===== config.mk =====
export PLATFORM = sky130hd
export DESIGN_NAME = tcw_front
export DESIGN_NICKNAME = d
export VERILOG_FILES = /design/src/hw/rtl/tcw_pkg.sv /design/src/hw/rtl/tcw_front.sv
export SDC_FILE = /design/constraint.sdc
export NUM_CORES = 1
export LEC_CHECK = 0
export BUFFER_PORTS_ARGS = -buffer_cell sky130_fd_sc_hd__buf_2
export CELL_PAD_IN_SITES_DETAIL_PLACEMENT = 1
export CELL_PAD_IN_SITES_GLOBAL_PLACEMENT = 1
export CORE_MARGIN = 2
export CORE_UTILIZATION = 14
export DETAILED_ROUTE_END_ITERATION = 12
export PLACE_DENSITY = 0.9
export SLEW_MARGIN = 40
export SYNTH_ARGS = -nofsm -noshare
export SYNTH_HDL_FRONTEND = slang
export SYNTH_SLANG_ARGS = --single-unit

===== constraint.sdc =====
create_clock -name vclk -period 1
set_input_delay 0.2 -clock vclk [all_inputs]
set_output_delay 0.2 -clock vclk [all_outputs]
set_load 0.02 [all_outputs]

===== src/hw/rtl/tcw_pkg.sv =====
// Shared types and constants for the text console writer.
package tcw_pkg;

  localparam int COLUMNS    = 80;
  localparam int ROWS       = 25;
  localparam int CELL_COUNT = ROWS * COLUMNS;

  localparam int ADDR_W = $clog2(CELL_COUNT);
  localparam int ROW_W  = $clog2(ROWS);
  localparam int COL_W  = $clog2(COLUMNS);

  localparam int REQ_W     = 2;
  localparam int CHAR_W    = 8;
  localparam int INDEX_W   = 11;
  localparam int ROW_OUT_W = 5;
  localparam int COL_OUT_W = 7;
  localparam int CELL_W    = 16;
  localparam int ATTR_W    = 8;

  localparam int QUEUE_DEPTH = 2;
  localparam int QPTR_W      = $clog2(QUEUE_DEPTH);
  localparam int QCNT_W      = $clog2(QUEUE_DEPTH + 1);

  localparam logic [REQ_W-1:0] REQ_PUT   = 2'd0;
  localparam logic [REQ_W-1:0] REQ_CLEAR = 2'd1;
  localparam logic [REQ_W-1:0] REQ_READ  = 2'd2;

  localparam logic [CHAR_W-1:0] NEWLINE_CODE = 8'h0A;
  localparam logic [CHAR_W-1:0] SPACE_CODE   = 8'h20;
  localparam logic [ATTR_W-1:0] ATTR_RESET   = 8'h0F;
  localparam logic [CELL_W-1:0] RESET_BLANK  = {ATTR_RESET, SPACE_CODE};

  localparam logic [ADDR_W-1:0] LAST_CELL     = ADDR_W'(CELL_COUNT - 1);
  localparam logic [ADDR_W-1:0] LAST_ROW_BASE = ADDR_W'((ROWS - 1) * COLUMNS);
  localparam logic [ADDR_W-1:0] ROW_STRIDE    = ADDR_W'(COLUMNS);
  localparam logic [COL_W-1:0]  LAST_COL      = COL_W'(COLUMNS - 1);
  localparam logic [ROW_W-1:0]  LAST_ROW      = ROW_W'(ROWS - 1);

  typedef enum logic [2:0] {
    OP_PUT,
    OP_NEWLINE,
    OP_CLEAR,
    OP_READ,
    OP_NOP
  } op_t;

  typedef struct packed {
    op_t               op;
    logic [CHAR_W-1:0] ch;
    logic [ADDR_W-1:0] addr;
  } cmd_t;

  typedef enum logic [2:0] {
    ST_INIT,
    ST_IDLE,
    ST_READ_WAIT,
    ST_SCROLL,
    ST_SCROLL_LAST,
    ST_FILL
  } state_t;

endpackage


===== src/hw/rtl/tcw_front.sv =====
// Request intake: accepts requests and decodes them into queue commands.
module tcw_front (
  input  logic                        in_valid,
  output logic                        in_ready,
  input  logic [tcw_pkg::REQ_W-1:0]   req_type,
  input  logic [tcw_pkg::CHAR_W-1:0]  char_code,
  input  logic [tcw_pkg::INDEX_W-1:0] cell_index,
  input  logic                        q_full,
  input  logic                        init_busy,
  output logic                        push,
  output tcw_pkg::cmd_t               cmd
);

  logic index_ok;

  assign in_ready = !q_full && !init_busy;
  assign push     = in_valid && in_ready;
  assign index_ok = 32'(cell_index) < tcw_pkg::CELL_COUNT;

  always_comb begin
    cmd.ch   = char_code;
    cmd.addr = tcw_pkg::ADDR_W'(cell_index);
    unique case (req_type)
      tcw_pkg::REQ_PUT: begin
        cmd.op = (char_code == tcw_pkg::NEWLINE_CODE) ? tcw_pkg::OP_NEWLINE : tcw_pkg::OP_PUT;
      end
      tcw_pkg::REQ_CLEAR: begin
        cmd.op = tcw_pkg::OP_CLEAR;
      end
      tcw_pkg::REQ_READ: begin
        cmd.op = index_ok ? tcw_pkg::OP_READ : tcw_pkg::OP_NOP;
      end
      default: begin
        cmd.op = tcw_pkg::OP_NOP;
      end
    endcase
  end

endmodule


# Word-level counts from Yosys, hierarchy flattened
# Index checks and enable logic that the tools add are counted.
# word_totals
regBits,0
latchBits,0
ram_bits,0
romBits,0
inputBits,24
out_inout_bits,24
word_cells,12
memories,0
# classes
addsub,0
n_mul,0
div_mod_pow,0
order_cmp,1
n_eq_ne,3
n_shift,0
n_mux,3
bitwise_logic,0
reduce_logical,5
# ops
cell,n
< comparator 11 bit (second input constant),1
case mux 3 bit (3 select lines),1
equality test 8 x 4 -> 1 bit (second input constant),1
two-way mux 3 bit,1
equality test 2 x 1 -> 1 bit (second input constant),1
equality test 2 bit (second input constant),1
logical AND 1 bit,2
zero test 1 bit,2
zero test 2 bit,1
two-way mux 1 bit,1

# Logic depth before layout (Yosys ltp)
# logic_depth
word_depth,3
mapped_depth,3
mapped_depth_nobuf,3

# Least setup slack after synthesis
# Ideal clock, no wire load.
# synth_timing
kind,input to output
start,in char_code[5] in the netlist's numbering
end,out cmd[19] in the netlist's numbering
arrival_time_ns,0.899
required_time_ns,0.800
slack_ns,-0.099
path_stages,3
n_path_buf,0
cell_sequence,nor4_2 nand2_1 o31ai_2
# synth_rtl
element,line_no,source
"start, declared",tcw_front.sv:6,"input logic [tcw_pkg::CHAR_W-1:0] char_code,"
"end, declared",tcw_front.sv:11,output tcw_pkg::cmd_t cmd

==> impl_metrics.tcl <==
set metrics [dict create \
    outcome "finished with violations" \
    violations "setup timing" \
    critPathLaunchType "primary input" \
    max_slew_margin_pct 86.8 \
    n_fill_cell 193 \
    drcViolationCount 0 \
    ant_nets 0 \
    grt_overflow 0 \
    start_util_pct 15.3 \
    max_freq_mhz 828 \
    crit_arrival_ns 1.01 \
    netlist.area_leader.share_pct 61.3 \
    holdBufCountCts 0 \
    hp-start "cell_index[1]" \
    grt_use_total_pct 7.24 \
    syn_nets 56 \
    path_class "in2out" \
    timing.final.crit_share_pct 121 \
    post_cts_buffers 0 \
    avgSynthCellArea_um2 7.27 \
    hold_violations 0 \
    place_ws_ns -0.269 \
    multi_input_area_um2 113 \
    syn_area_um2 233 \
    routed_via_density 4.08 \
    rsz0062_at_grt "yes" \
    ir_drop_v 0.000140 \
    grt_start_max_net_pins 5 \
    yosysSeqAreaShare_pct 0 \
    yosys_warnings 0 \
    setup_viol 2 \
    hold_end "cmd[1]" \
    fin_cells 73 \
    netlist_top_cells_area "buf_4, o21ai_0, and2_1" \
    numPortBuffers 40 \
    p_leak_nw 0.227 \
    hp-class "in2out" \
    die_y_um 44.8 \
    num-nets-final 83 \
    wire_per_inst_um 10.2 \
    end_kind "output pin" \
    coreArea_um2 1520 \
    nClkBuffers 0 \
    grt_antenna_before_repair 0 \
    vias 298 \
    grt_pass1_wl_um 1170 \
    drive_above_1_share_pct 89.5 \
    synth_cells 32 \
    dr.first_iter.drc_count 2 \
    num_io_pins 48 \
    final_common_cell "buf_2" \
    routed_wl_um 747 \
    postLayoutCoreUtil_pct 27.8 \
    yosys.cell_types.count 11 \
    diodes 0 \
    synth_area_leader_cell "buf_4" \
    final_cell_mix "buf_2, buf_6, buf_4" \
    syn_to_final_growth_pct 81.7 \
    seq_area_um2 0 \
    setup_slack_ns -0.208 \
    worstPathRequired_ns 0.80 \
    row_count 14 \
    dr.pass1.iters 2 \
    min_path_cells 0 \
    power.density_nw_per_um2 508 \
    die-width_um 44.8 \
    seq_cells 0 \
    tightestPinTransition_ns 0.197 \
    maxCapViolCount 0 \
    routabilityCongestion 0.589 \
    worstPathMaxFanout 2 \
    post-route-min-period_ns 1.21 \
    grt_pass1_vias 332 \
    slew_violations 0 \
    dieArea_um2 2000 \
    dp_cells 73 \
]
-- Yosys cell counts --
library cell	number
buf_4	19
o21ai_0	3
and2_1	2
and4bb_2	1
inv_1	1
nand2_1	1
nand4_1	1
nor2_1	1
nor4_2	1
o211ai_1	1
o31ai_2	1
-- per-layer routing --
layer | up-vias | part of all wire [%] | track usage, %
met2 | 35 | 45 | 16.5
met5 | - | 0 | 0
met4 | 0 | 0.27 | 0.588
met1 | 122 | 32 | 6.99
li1 | 139 | - | -
met3 | 2 | 22 | 0.400
-- power breakdown --
part | internal, mW | switching, mW
Combinational | 0.104 | 0.111
Clock | 0 | 0
Sequential | 0 | 0
-- repair_timing --
item                                    in CTS  in global routing
pin swaps                                    5                  2
endpoints found under the setup margin       3                  3
gates resized for setup                     16                  1
-- cells by family (layout without fill, tap and decap cells) --
family,Yosys count,count (layout),synth area share [%]
AND/OR/NAND/NOR,7,7,22.0
AO/OA/AOI/OAI,5,5,15.1
buffers and inverters,20,45,62.9
-- area by class of cell --
class | count | area share (%)
Multi-Input combinational cell | 12 | 26.6
Tap cell | 16 | 4.73
Timing Repair Buffer | 44 | 67.8
Inverter | 1 | 0.888
-- critical path, stage by stage --
cell and delay, ns:
buf_6 0.09, nor4_2 0.25, nand2_1 0.12, o31ai_4 0.19, buf_6 0.15
-- how the worst max path moves through the flow --
stage,to,from,depth (start not counted),slack [ns]
floorplan,cmd[19],char_code[5],3,-0.03
global placement,cmd[19],char_code[5],5,-0.26
detailed placement,cmd[19],char_code[5],5,-0.27
CTS,cmd[19],char_code[6],5,-0.22
global route,cmd[19],char_code[6],5,-0.25
finish,cmd[19],char_code[6],5,-0.21
-- per-stage QoR --
stage	hold WS (ns)	cell area, um^2	TNS (ns)	power [mW]
finish	0.400	423	-0.310	0.215
global route	0.400	423	-0.463	0.231
CTS	0.400	415	-0.337	0.214
detailed placement	0.400	355	-0.632	0.186
global placement	0.400	355	-0.524	0.181
floorplan	0.445	248	-0.0292	0.147
Note: power is estimated with default switching activity, not from simulation.
