## src/hw/rtl/tcw_pkg.sv

```systemverilog
// Shared types and constants for the text console writer.
package tcw_pkg;

  localparam int COLUMNS    = 80;
  localparam int ROWS       = 25;
  localparam int CELL_COUNT = ROWS * COLUMNS;

  localparam int ADDR_W = $clog2(CELL_COUNT);
  localparam int ROW_W  = $clog2(ROWS);
  localparam int COL_W  = $clog2(COLUMNS);

  localparam int REQ_W     = 2;
  localparam int CHAR_W    = 8;
  localparam int INDEX_W   = 11;
  localparam int ROW_OUT_W = 5;
  localparam int COL_OUT_W = 7;
  localparam int CELL_W    = 16;
  localparam int ATTR_W    = 8;

  localparam int QUEUE_DEPTH = 2;
  localparam int QPTR_W      = $clog2(QUEUE_DEPTH);
  localparam int QCNT_W      = $clog2(QUEUE_DEPTH + 1);

  localparam logic [REQ_W-1:0] REQ_PUT   = 2'd0;
  localparam logic [REQ_W-1:0] REQ_CLEAR = 2'd1;
  localparam logic [REQ_W-1:0] REQ_READ  = 2'd2;

  localparam logic [CHAR_W-1:0] NEWLINE_CODE = 8'h0A;
  localparam logic [CHAR_W-1:0] SPACE_CODE   = 8'h20;
  localparam logic [ATTR_W-1:0] ATTR_RESET   = 8'h0F;
  localparam logic [CELL_W-1:0] RESET_BLANK  = {ATTR_RESET, SPACE_CODE};

  localparam logic [ADDR_W-1:0] LAST_CELL     = ADDR_W'(CELL_COUNT - 1);
  localparam logic [ADDR_W-1:0] LAST_ROW_BASE = ADDR_W'((ROWS - 1) * COLUMNS);
  localparam logic [ADDR_W-1:0] ROW_STRIDE    = ADDR_W'(COLUMNS);
  localparam logic [COL_W-1:0]  LAST_COL      = COL_W'(COLUMNS - 1);
  localparam logic [ROW_W-1:0]  LAST_ROW      = ROW_W'(ROWS - 1);

  typedef enum logic [2:0] {
    OP_PUT,
    OP_NEWLINE,
    OP_CLEAR,
    OP_READ,
    OP_NOP
  } op_t;

  typedef struct packed {
    op_t               op;
    logic [CHAR_W-1:0] ch;
    logic [ADDR_W-1:0] addr;
  } cmd_t;

  typedef enum logic [2:0] {
    ST_INIT,
    ST_IDLE,
    ST_READ_WAIT,
    ST_SCROLL,
    ST_SCROLL_LAST,
    ST_FILL
  } state_t;

endpackage

```

## src/hw/rtl/tcw_queue.sv

```systemverilog
// Small command queue between request intake and the screen engine.
module tcw_queue (
  input  logic          clk,
  input  logic          rst,
  input  logic          push,
  input  tcw_pkg::cmd_t din,
  input  logic          pop,
  output tcw_pkg::cmd_t dout,
  output logic          full,
  output logic          empty
);

  tcw_pkg::cmd_t               slots [tcw_pkg::QUEUE_DEPTH];
  logic [tcw_pkg::QPTR_W-1:0]  wr_ptr;
  logic [tcw_pkg::QPTR_W-1:0]  rd_ptr;
  logic [tcw_pkg::QCNT_W-1:0]  count;

  assign full  = count == tcw_pkg::QCNT_W'(tcw_pkg::QUEUE_DEPTH);
  assign empty = count == '0;
  assign dout  = slots[rd_ptr];

  always_ff @(posedge clk) begin
    if (push) begin
      slots[wr_ptr] <= din;
    end
  end

  always_ff @(posedge clk) begin
    if (rst) begin
      wr_ptr <= '0;
      rd_ptr <= '0;
      count  <= '0;
    end else begin
      if (push) begin
        wr_ptr <= wr_ptr + tcw_pkg::QPTR_W'(1);
      end
      if (pop) begin
        rd_ptr <= rd_ptr + tcw_pkg::QPTR_W'(1);
      end
      if (push && !pop) begin
        count <= count + tcw_pkg::QCNT_W'(1);
      end else if (pop && !push) begin
        count <= count - tcw_pkg::QCNT_W'(1);
      end
    end
  end

endmodule

```

## config.mk

```make
export PLATFORM = sky130hd
export DESIGN_NAME = tcw_queue
export DESIGN_NICKNAME = d
export VERILOG_FILES = /design/src/hw/rtl/tcw_pkg.sv /design/src/hw/rtl/tcw_queue.sv
export SDC_FILE = /design/constraint.sdc
export NUM_CORES = 1
export LEC_CHECK = 0
export ABC_CLOCK_PERIOD_IN_PS = 2600
export BUFFER_PORTS_ARGS = -buffer_cell sky130_fd_sc_hd__buf_4
export CAP_MARGIN = 20
export CORE_MARGIN = 2
export CORE_UTILIZATION = 50
export CTS_CLUSTER_SIZE = 28
export DETAILED_ROUTE_END_ITERATION = 16
export HOLD_SLACK_MARGIN = 0.06
export PLACE_DENSITY = 0.86
export SETUP_SLACK_MARGIN = 0.3
export SYNTH_ARGS = -nofsm -noshare
export SYNTH_HDL_FRONTEND = slang
export SYNTH_SLANG_ARGS = --single-unit
```

## constraint.sdc

```tcl
create_clock -name clk -period 2.6 [get_ports clk]
set_clock_uncertainty 0.2 [all_clocks]
set_input_delay 0.39 -clock clk [delete_from_list [all_inputs] [get_ports clk]]
set_output_delay 0.39 -clock clk [all_outputs]
set_load 0.01 [all_outputs]
```

=== Yosys cells after proc, flatten, opt, wreduce, memory -nomap -nowiden ===
Memory sizes are Yosys's and may differ from the RTL's. A register that Yosys moved wholly into a read port is not among the register bits.
Cells that the tools add are included.

* Register bits after elaboration: 4
* Memory bits (writable): 44
* Output and inout port bits: 24
* Logic and storage cells: 21
* Memories: 1

{| class="wikitable"
|+ Memory list
! name !! words !! width !! read ports !! clocked after memory_dff !! wr ports !! RTL line !! text
|-
| slots || 2 || 22 || 1 || 1 || 1 || tcw_queue.sv:13 || <nowiki>tcw_pkg::cmd_t slots [tcw_pkg::QUEUE_DEPTH];</nowiki>
|}

* Add/subtract/negate cells: 4
* Equal/unequal tests: 1
* Muxes and demuxes: 6
* Reductions and logical operators: 6

{| class="wikitable"
|+ Operators with widths
! cell !! count
|-
| 1-bit 2-to-1 mux || 4
|-
| 2-bit 2-to-1 mux || 2
|-
| 1-bit adder, second input constant || 2
|-
| 2-bit by 1-bit adder with 2-bit output, second input constant || 1
|-
| 2-bit == test, second input constant || 1
|-
| 1-bit logical AND || 2
|-
| 1-bit zero test || 2
|-
| 2-bit zero test || 1
|-
| 2-bit nonzero test || 1
|-
| 2-bit by 1-bit subtractor with 2-bit output, second input constant || 1
|}

=== Longest topological paths before layout ===
* Word-level depth: 4
* Depth in mapped cells: 5

=== Worst setup path before layout ===
No wires, ideal clock.

* Kind: input to register
* Start point: input push
* End point: memory slots[0][0] (netlist name) (enable)
* Setup time: 0.403 ns
* Data arrival time: 1.410 ns
* Required time: 1.997 ns
* Setup slack: 0.586 ns
* Stages: 1
* Buffers on the path: 0
* Cell sequence: nor2b_1

* Longest elaborated chain between the ends: 2

{| class="wikitable"
|+ Ends and longest elaborated chain
! element !! RTL line !! text
|-
| start: declaration || tcw_queue.sv:5 || <nowiki>input logic push,</nowiki>
|-
| 1-bit 2-to-1 mux || tcw_queue.sv:23 || <nowiki>if (push) begin</nowiki>
|-
| 1-bit 2-to-1 mux (not written as such) || tcw_queue.sv:24 || <nowiki>slots[wr_ptr] <= din;</nowiki>
|-
| end: declaration || tcw_queue.sv:13 ||
|}

No other way between the ends.

==> impl_metrics.tcl <==
set metrics [dict create \
    cts_buffer_depth 2 \
    grt_pass1_wl_mm 5.27 \
    synth_edf_count 44 \
    grt_pass1_vias 1174 \
    grt_busiest_layer "met2" \
    setup_violations 0 \
    placementRows 21 \
    end_kind "primary output" \
    core_region_area_sq_mm 0.00339 \
    io_pins 50 \
    use_met2_pct 30.5 \
    antenna_cells 0 \
    seqPwrFrac_pct 62.2 \
    ys_seq_area_share_pct 79.6 \
    startpoint_type "flop" \
    crit_family "flip-flops" \
    synthSimpleGateAreaFrac_pct 2.59 \
    grt_max_degree 14 \
    cts_sinks 49 \
    p_per_area_mw_per_mm2 596 \
    worstHoldPathType "in -> reg" \
    synth.top_cell.area_share_pct 73.9 \
    routed_wl_mm 3.10 \
    p_int_uw 1170 \
    path_common_cell "buf_4" \
    drt_iter0_drc 35 \
    irDropWorstVdd_mv 0.494 \
    drive_above_1_share_pct 48.0 \
    antenna_left 0 \
    clk_pin_slew_ns 0.12 \
    leakagePower_uw 0.000968 \
    synth-seq-cells 49 \
    worst-endpoint-arrival_ns 1.42 \
    synth_fa_ha_area_share_pct 0.700 \
    yosys-top-cells-area "edfxtp_1 74%, mux2_2 14%, dfxtp_1 5.6%, nor2_1 1.1%, xnor2_1 0.98%" \
    ys_warn_count 0 \
    synth_compound_area_share_pct 0.560 \
    ys.flop_type "edfxtp_1" \
    crit_path_max_fanout 12 \
    tritoncts "done" \
    timing.setup.tns_ns 0 \
    grt-ovfl-total 0 \
    synth_top_family_by_area "multiplexers" \
    crit_required_ns 2.01 \
    avgViaCountPerCell 4.75 \
    fin_crit_ns 2.01 \
    slew_headroom_pct 62.9 \
    cp_cell_sequence "buf_4 -> mux2_2 -> buf_4" \
    portBuffers 49 \
    gp_congestion 0.689 \
    power.switching_uw 330 \
    syn-num-nets 117 \
    postSynthAreaPerCell_sq_um 19.9 \
    final_cell_area_sq_mm 0.00251 \
    antenna_found_initial 0 \
    status "completed" \
    drc 0 \
    cts-buffers-inserted 5 \
    start_util_pct 52.7 \
    die_h_um 63.8 \
    power_frac_comb_pct 17.7 \
    nets 198 \
    dr.pass1.iters 4 \
    rsz0062_at_grt "no" \
    hpwlAfterDp_mm 2.06 \
    synth_xor_area_share_pct 1.96 \
    final-hold-violation-count 0 \
    met1_usage_pct 19.0 \
    async_reset_ff_share_pct 0 \
    cap_violations 0 \
    crit_slowest_cell "dfxtp_1" \
    pwr-share-clk_pct 20.1 \
    syn_inst 90 \
    timing.final.crit_share_pct 77.4 \
    syn_area_sq_mm 0.00179 \
    wl_per_cell_um 14.3 \
    final_core_util_pct 74.0 \
    area_growth_pct 40.5 \
    switching_share_pct 22.0 \
    clkLatencyLatePin_ns 0.34 \
    track_usage_pct 17.6 \
    drv_slew 0 \
    die_area_sq_mm 0.00407 \
    worst_pin_slew_ns 0.554 \
    cpPeakStageDelay_ns 0.36 \
    placed_area_sq_mm 0.00223 \
    die_w_um 63.8 \
    crit_buf_inv 2 \
    vias 1031 \
    synth_top_area_cell "edfxtp_1" \
    cts-root-buf "clkbuf_4" \
    htree_levels 2 \
    met3_usage_pct 6.34 \
    crit_type "reg -> out" \
    muxShareOfSynthArea_pct 13.9 \
    max_clock_freq_mhz 497 \
    yosysUniqueCellTypes 15 \
]
[metal layers]
layer | wire length (um) | vias up
met3 | 164 | 9
met4 | 81 | 0
met5 | 0 | -
met2 | 1710 | 32
met1 | 1150 | 487
li1 | - | 503
[power groups by stage]
stage	Clock (uW)	Combinational, uW	Sequential (uW)
after floorplan	0	116	945
after global routing	341	289	936
after detailed placement	0	239	949
after CTS	312	269	930
final	301	266	930
after global placement	0	232	945
[layout by cell type, fill, tap and decap left out]
cell and count:
or3_1 1, dfxtp_1 5, buf_4 53, a21oi_1 1, clkbuf_1 1, ha_1 1, nor2_1 5, and2_1 1
o21ai_0 1, and2b_2 1, dlygate4sd3_1 23, xor2_1 2, inv_1 1, clkinv_1 1, mux2_2 22, edfxtp_1 44
clkbuf_4 5, xnor2_1 2, nor2b_2 1
[cells by family after synthesis]
family          Yosys count
flops                    49
simple gates              9
buf+inv                   3
compound gates            2
mux                      22
xor+xnor                  4
fa+ha+maj                 1
[stage by stage]
| step | hold WS, ns | total power, uW | setup slack (ns) | std cells |
|---|---|---|---|---|
| finish | 0.108 | 1500 | 0.589 | 217 |
| global placement | 0.274 | 1180 | 0.827 | 187 |
| detailed placement | 0.305 | 1190 | 0.782 | 187 |
| global route | 0.129 | 1570 | 0.497 | 217 |
| CTS | 0.0961 | 1510 | 0.566 | 217 |
| floorplan | 0.259 | 1060 | 0.586 | 90 |
[final cells by class]
type                            count  area (sq um)
Clock buffer                        6          41.3
Clock inverter                      1          3.75
Fill cell                         219           880
Inverter                            1          3.75
Multi-Input combinational cell     38           354
Sequential cell                    49          1420
Tap cell                           46          57.6
Timing Repair Buffer               76           628
[worst reg2reg max path, stage by stage, from the launching register on]
cell,delay (ns)
dfxtp_1,0.39
and2_1,0.45
buf_4,0.31
[synth_stat cells, drive strengths merged, types with 2 or more instances]
cell type	count
mux2	22
edfxtp	44
buf	2
xnor2	2
dfxtp	5
nor2	5
xor2	2
[path summary, 6_finish.rpt]
kind,from,to,slack [ns],depth (start not counted)
max,flop,dout[21],0.59,3
min reg2reg,count[1],count[1],0.32,2
min,push,wr_ptr,0.11,3
max reg2reg,wr_ptr,slots[1][7],0.95,2
[sequential cells by signal (all words and copies together) (netlist names), named ones only]
signal  cells
count       2
slots      44
wr_ptr      1
rd_ptr      1
[repair_timing]
item | in CTS | in global routing
gates resized for setup | 0 | 0
hold endpoints to repair | 49 | 0
hold buffers | 23 | 0
setup buffers | 0 | 0
(Power assumes the default switching activity.)
